**src/hw/rtl/column_index_compactor_macros.svh**
```systemverilog
// Assertion macros for the column index compactor.
// Used by column_index_compactor.sv; expects clk and rst in scope.
`ifndef COLUMN_INDEX_COMPACTOR_MACROS_SVH
`define COLUMN_INDEX_COMPACTOR_MACROS_SVH

// Condition implies consequence in the same cycle.
`define CIC_ASSERT_NOW(label, cond, cons) \
  label: assert property (@(posedge clk) disable iff (rst) (cond) |-> (cons)) \
    else $error("column_index_compactor: check failed");

// Condition implies consequence in the next cycle.
`define CIC_ASSERT_NEXT(label, cond, cons) \
  label: assert property (@(posedge clk) disable iff (rst) (cond) |=> (cons)) \
    else $error("column_index_compactor: check failed");

`endif

```
**src/hw/rtl/cic_pkg.sv**
```systemverilog
// Shared types and constants for the column index compactor.
// No dependencies; used by cic_ctrl, the top level and the bench.
`default_nettype none
package cic_pkg;

  localparam int COLUMN_BITS = 16;
  localparam int COL_FIELD_W = 16;
  localparam int ID_W        = 16;
  localparam int COUNT_W     = 17;

  typedef logic [COLUMN_BITS-1:0] col_addr_t;
  typedef logic [ID_W-1:0]        id_t;
  typedef logic [COUNT_W-1:0]     count_t;

  localparam logic [1:0] REQ_CLEAR = 2'd0;
  localparam logic [1:0] REQ_LEARN = 2'd1;
  localparam logic [1:0] REQ_ALIAS = 2'd2;

  localparam logic [1:0] ST_OK      = 2'd0;
  localparam logic [1:0] ST_FULL    = 2'd1;
  localparam logic [1:0] ST_MISSING = 2'd2;

  typedef struct packed {
    logic [1:0]             req_type;
    logic [COL_FIELD_W-1:0] column_index;
    logic                   last_entry;
  } req_t;

  typedef struct packed {
    id_t        compact_id;
    logic       first_seen;
    logic [1:0] status;
    count_t     unique_count;
    logic       last_result;
  } rsp_t;

  typedef struct packed {
    logic      ren;
    col_addr_t raddr;
    logic      wen;
    col_addr_t waddr;
    id_t       wdata;
  } map_port_t;

  typedef struct packed {
    logic      ren;
    id_t       raddr;
    logic      wen;
    id_t       waddr;
    col_addr_t wdata;
  } back_port_t;

endpackage
`default_nettype wire

```
**src/hw/rtl/cic_ctrl.sv**
```systemverilog
// Lookup sequencer: reads the column-to-id and id-to-column stores, decides
// the result and writes back new entries. Depends on cic_pkg.
`default_nettype none
module cic_ctrl (
  input  wire logic               clk,
  input  wire logic               rst,
  input  wire logic               req_valid,
  output logic                    req_ready,
  input  wire cic_pkg::req_t      req_data,
  output logic                    core_valid,
  input  wire logic               core_ready,
  output cic_pkg::rsp_t           core_data,
  output cic_pkg::map_port_t      map_port,
  input  wire cic_pkg::id_t       map_rdata,
  output cic_pkg::back_port_t     back_port,
  input  wire cic_pkg::col_addr_t back_rdata
);

  typedef enum logic [2:0] {
    S_IDLE   = 3'b001,
    S_LOOK   = 3'b010,
    S_DECIDE = 3'b100
  } state_t;

  state_t             state;
  cic_pkg::req_t      req_q;
  cic_pkg::count_t    count;
  cic_pkg::count_t    count_next;
  cic_pkg::col_addr_t col_addr;
  logic               in_space;
  logic               hit;
  logic               insert;
  logic               fire;

  assign req_ready = (state == S_IDLE);
  assign col_addr  = cic_pkg::col_addr_t'(req_q.column_index);
  assign in_space  = ((32'(req_q.column_index) >> cic_pkg::COLUMN_BITS) == 32'd0);
  assign hit       = in_space && (cic_pkg::count_t'(map_rdata) < count)
                     && (back_rdata == col_addr);
  assign core_valid = (state == S_DECIDE);
  assign fire       = core_valid && core_ready;

  always_comb begin
    core_data             = '0;
    core_data.last_result = req_q.last_entry;
    insert                = 1'b0;
    count_next            = count;
    case (req_q.req_type)
      cic_pkg::REQ_CLEAR: begin
        count_next = '0;
      end
      cic_pkg::REQ_LEARN: begin
        if (!in_space) begin
          core_data.status = cic_pkg::ST_FULL;
        end else if (hit) begin
          core_data.compact_id = map_rdata;
        end else if (count[cic_pkg::COUNT_W-1]) begin
          core_data.status = cic_pkg::ST_FULL;
        end else begin
          insert               = 1'b1;
          core_data.compact_id = cic_pkg::id_t'(count);
          core_data.first_seen = 1'b1;
          count_next           = count + cic_pkg::count_t'(1);
        end
      end
      cic_pkg::REQ_ALIAS: begin
        if (hit) begin
          core_data.compact_id = map_rdata;
        end else begin
          core_data.status = cic_pkg::ST_MISSING;
        end
      end
      default: begin
      end
    endcase
    core_data.unique_count = count_next;
  end

  always_comb begin
    map_port.ren    = req_valid && req_ready;
    map_port.raddr  = cic_pkg::col_addr_t'(req_data.column_index);
    map_port.wen    = fire && insert;
    map_port.waddr  = col_addr;
    map_port.wdata  = cic_pkg::id_t'(count);
    back_port.ren   = (state == S_LOOK);
    back_port.raddr = map_rdata;
    back_port.wen   = fire && insert;
    back_port.waddr = cic_pkg::id_t'(count);
    back_port.wdata = col_addr;
  end

  always_ff @(posedge clk) begin
    if (req_valid && req_ready) begin
      req_q <= req_data;
    end
  end

  always_ff @(posedge clk) begin
    if (rst) begin
      state <= S_IDLE;
      count <= '0;
    end else begin
      case (state)
        S_IDLE: begin
          if (req_valid) begin
            state <= S_LOOK;
          end
        end
        S_LOOK: begin
          state <= S_DECIDE;
        end
        S_DECIDE: begin
          if (core_ready) begin
            state <= S_IDLE;
            count <= count_next;
          end
        end
        default: begin
          state <= S_IDLE;
        end
      endcase
    end
  end

endmodule
`default_nettype wire

```
**config.mk**
```make
export PLATFORM = sky130hd
export DESIGN_NAME = cic_ctrl
export DESIGN_NICKNAME = d
export VERILOG_FILES = /design/src/hw/rtl/column_index_compactor_macros.svh /design/src/hw/rtl/cic_pkg.sv /design/src/hw/rtl/cic_ctrl.sv
export SDC_FILE = /design/constraint.sdc
export NUM_CORES = 1
export LEC_CHECK = 0
export ABC_CLOCK_PERIOD_IN_PS = 3950
export BUFFER_PORTS_ARGS = -buffer_cell sky130_fd_sc_hd__clkbuf_2
export CAP_MARGIN = 15
export CORE_UTILIZATION = 40
export DETAILED_ROUTE_END_ITERATION = 8
export GPL_ROUTABILITY_DRIVEN = 0
export GPL_TIMING_DRIVEN = 1
export HOLD_SLACK_MARGIN = 0.15
export PLACE_DENSITY_LB_ADDON = 0.08
export SYNTH_ARGS = -nofsm -noshare
export SYNTH_HDL_FRONTEND = slang
export SYNTH_SLANG_ARGS = --single-unit
```
**constraint.sdc**
```tcl
create_clock -name clk -period 3.95 [get_ports clk]
set_clock_uncertainty 0.15 [all_clocks]
set_input_delay 0.1975 -clock clk [delete_from_list [all_inputs] [get_ports clk]]
set_output_delay 0.1975 -clock clk [all_outputs]
set_load 0.01 [all_outputs]
```
### Yosys cells after proc, flatten, opt, wreduce, memory -nomap -nowiden

Index checks and enable logic that the tools add are counted.

| cells by class | value |
|---|---|
| eq/ne operators | 8 |
| mux-type cells | 18 |
| magnitude comparators | 1 |
| reduce and logical (&&, ||, !) cells | 7 |
| $add $sub $neg | 1 |

Operators by type and width:

| cell | number |
|---|---|
| two-way mux 17 bit | 3 |
| case mux 17 bit (2 select lines) | 1 |
| two-way mux 16 bit | 2 |
| case mux 16 bit (2 select lines) | 1 |
| adder 17 x 1 -> 17 bit (second input constant) | 1 |
| < comparator 16 x 17 -> 1 bit | 1 |
| == test 16 bit | 1 |
| two-way mux 3 bit | 3 |
| case mux 3 bit (3 select lines) | 1 |
| two-way mux 1 bit | 5 |
| logical AND 1 bit | 4 |
| case mux 2 bit (2 select lines) | 1 |
| AND reduction 2 bit | 2 |
| == test 3 x 1 -> 1 bit (second input constant) | 1 |
| == test 3 x 2 -> 1 bit (second input constant) | 1 |
| == test 3 bit (second input constant) | 1 |
| == test 2 x 1 -> 1 bit (second input constant) | 1 |
| == test 2 bit (second input constant) | 1 |
| logical NOT 2 bit | 1 |
| two-way mux 2 bit | 1 |
| != test 2 x 1 -> 1 bit (second input constant) | 1 |
| != test 2 bit (second input constant) | 1 |

| word-level totals | value |
|---|---|
| output and inout bits | 139 |
| logic and storage cells | 40 |
| register bits after elaboration | 39 |
| input bits | 55 |

### Logic depth before layout (Yosys ltp)

| depth | value |
|---|---|
| word-level depth | 5 |
| depth in mapped cells | 13 |
| mapped depth without buffers | 9 |

### Least setup slack after synthesis

Ideal clock, no wire load.

| timing path | value |
|---|---|
| path type | register -> output |
| from | reg count[8] |
| to | out core_data[15] (netlist bit) |
| path buffers | 3 |
| required time | 3.602 ns |
| data arrival time | 2.625 ns |
| cell stages (with the launch flop) | 12 |
| setup slack | 0.977 ns |
| cells stage by stage | dfxtp_1 inv_1 ha_1 nand2_1 or3_1 a211o_1 buf_6 and2_4 buf_6 buf_4 nor4_1 mux2i_1 |

RTL lines:

| what | line | source |
|---|---|---|
| start: declaration | cic_ctrl.sv:27 | `cic_pkg::count_t count;` |
| start signal: assignment | cic_ctrl.sv:115 | `count <= count_next;` |
| end: declaration | cic_ctrl.sv:12 | `output cic_pkg::rsp_t core_data,` |

==> results.md <==
* Syn. warnings at 0
* Detailed-route via count at 3,701
* Largest cells by area after synthesis: buf_4 (20%), edfxtp_1 (15%), dfxtp_1 (11%)
* Reg clk slew, reported paths at 90 ps
* I/O pins at 194
* Synth Area in Simple Gates at 17.4%
* Slew HR at 39.6%
* Drt first pass iters at 5
* Layout fillers at 900
* DR DRC count at 0
* Maximum clock path buffer count at 2
* Die area at 9790 µm²
* Post-DP Area at 4110 µm²
* Synth Area in Compound Gates at 20.1%
* Largest net degree at the start of global routing at 44
* Minimum clock period at 3740 ps
* Via/cell ratio at 5.33
* Grt ovf at 0
* Cells after Synth at 471
* Post-layout nets at 658
* Setup violators final at 0
* Main flop type after synthesis: dfxtp_1
* Final wirelength at 11.3 mm
* Final hold violation count at 0
* Worst skew pair latency at 300 ps
* Crit path arrival time at 3390 ps
* Die Width at 99.0 µm
* TritonCTS buffer count at 5
* Fraction of synthesized cell area in xor and xnor cells at 3.73%
* CP Launch Type: flop
* Slew @ Worst Pin at 906 ps
* Largest family of logic cells by synthesized area: buffers and inverters
* Mapped Avg Cell Area at 7.98 µm²
* Initial antenna violation count at 0
* ANT nets after route at 0
* Placed Cells at 666
* Max FO, Critical Path at 43
* Cell family with most CP delay: simple AND/OR/NAND/NOR gates
* GRT Util Overall at 22.5%
* Non-Filler Instances at 695
* Post-Syn Nets at 546
* CP bufs+invs at 2
* DP Wirelength at 8.60 mm
* Layout cells sized above 1 at 37.8%
* CTS tree: yes
* Sequential share of the synthesized area at 25.8%
* Die height at 99.0 µm
* Initial DRC Count at 197
* Critical path required time at 3600 ps
* Pleak at 1.96 nW
* First-pass GRT wire length at 17.1 mm
* Commonest non-fill, non-tap cell in the layout: clkbuf_2
* Port Buffers at 193
* Design area at 4440 µm²
* Yosys top cell area share at 20.0%
* Cell Rows at 35
* Total Neg Setup Slack at 0 ps
* Post-synth EDFFs at 19
* Setup Fix Bufs, Post-CTS at 0
* CTS resizes at 0
* Clk sink count at 39
* Synth Cell Area at 3760 µm²
* Peak supply drop at 0.111 mV
* H-tree depth at 2
* Synth async-reset ratio at 0%
* Adder-Cell Fraction of Synth Area at 6.66%
* Commonest cells after routing, fill and taps aside: clkbuf_2 (193), nand2_1 (56), a21oi_1 (26)
* Pwr dens at 235 nW/µm²
* Max_cap viols at 0
* Initial core utilization at 41.1%
* Hold Path Class: in -> reg
* Core ar. at 9150 µm²
* Area Growth Syn to Fin at 18.0%
* Worst path max stage delay at 580 ps
* Yosys top cell by area: buf_4
* Clock root cell: clkbuf_8
* Critical path endpoint category: output port
* CP max-delay cell: dfxtp_1
* CP Class: reg -> out
* Status: finished clean
* Max-slew violations at 0
* Tcrit/Tclk final at 94.6%
* Fmax at 268 MHz
* Number of diodes at 0
* Post-synth cell types at 52
* Flops & latches, synth at 39
* Average wire per standard cell at 16.3 µm
* Unrepaired setup endpoints after global routing: no
* Crit-path cells: inv_1 -> ha_1 -> nand2_1 -> or3_1 -> a211o_1 -> and2_4 -> nor4_1 -> mux2i_1 -> clkbuf_2
* Mux contribution to synthesized area at 1.33%
* Vias in the first global route at 3,431
==> logic make-up (layout without fill, tap and decap cells) <==
family,after synthesis,count (layout)
xor+xnor,16,16
compound gates,112,112
mux,5,5
simple gates,135,135
flops,39,39
buf+inv,144,257
fa+ha+maj,20,20
==> stage by stage <==
stage | setup slack [ps] | utilization [%] | total power [W] | hold slack, ps
after global routing | 0.924 | 48.5 | 0.00110 | 199
after global placement | 600 | 44.9 | 0.000684 | 224
after CTS | 226 | 48.5 | 0.00106 | 185
after detailed placement | 562 | 44.9 | 0.000687 | 229
after floorplan | 977 | - | 0.000633 | 146
final | 212 | 48.5 | 0.00104 | 196
==> cells in the mapped netlist, types with 2 or more instances <==
master,instances
inv_1,19
a21o_1,2
buf_2,6
and3_1,3
a31oi_1,16
nor3b_1,2
mux2i_1,5
nand4_1,13
o31a_1,2
edfxtp_1,19
nor2_1,16
nor2b_1,3
nor3_1,10
o21ai_0,10
ha_1,20
clkbuf_1,15
nor4_1,7
o211ai_1,21
or3_1,8
or4_1,2
a21oi_1,26
o311ai_0,4
buf_6,2
a21boi_0,16
nand2_1,56
nand3_1,7
a211o_1,2
dfxtp_1,20
buf_4,100
xor2_1,16
a41oi_1,2
==> where the power goes <==
group          switching, W  internal, W  leakage [nW]
logic              0.000133     0.000103          1.56
registers         0.0000150     0.000444         0.343
clock network      0.000162     0.000188        0.0581
==> worst paths after layout <==
path | from | to | slack, ps | cells after the start
setup / recovery | count[8] | core_data[15] | 210 | 9
hold reg to reg | count[16] | count[16] | 440 | 2
setup reg to reg | count[8] | count[10] | 740 | 8
hold / removal | rst | count[1] | 200 | 2
==> layer usage <==
layer / track usage (%) / share of wire, % / vias up
met2: 41.9 / 51 / 185
li1: - / - / 1810
met3: 2.91 / 5.8 / 24
met4: 9.18 / 2.8 / 0
met5: 0 / 0 / -
met1: 25.7 / 41 / 1682
==> flip-flops by register name, summed over array words and instances (netlist names) <==
register and cells:
req_q 2, col_addr 16, state 3, count 17, core_data 1
==> cell type report <==
cell class | instances | area, µm² | area share (%)
clock buffers | 5 | 68.8 | 1.55
multi-input cells | 288 | 1850 | 41.7
inverters | 20 | 75.1 | 1.69
well taps | 111 | 139 | 3.13
repair buffers | 229 | 1290 | 29.0
flip-flops and latches | 39 | 971 | 21.9
clock inverters | 3 | 43.8 | 0.987
==> what timing repair did <==
action	in CTS	in global routing
endpoints found under the hold margin	21	0
hold buffers	21	0
endpoints found under the setup margin	0	0
Note: power is estimated with default switching activity, not from simulation.
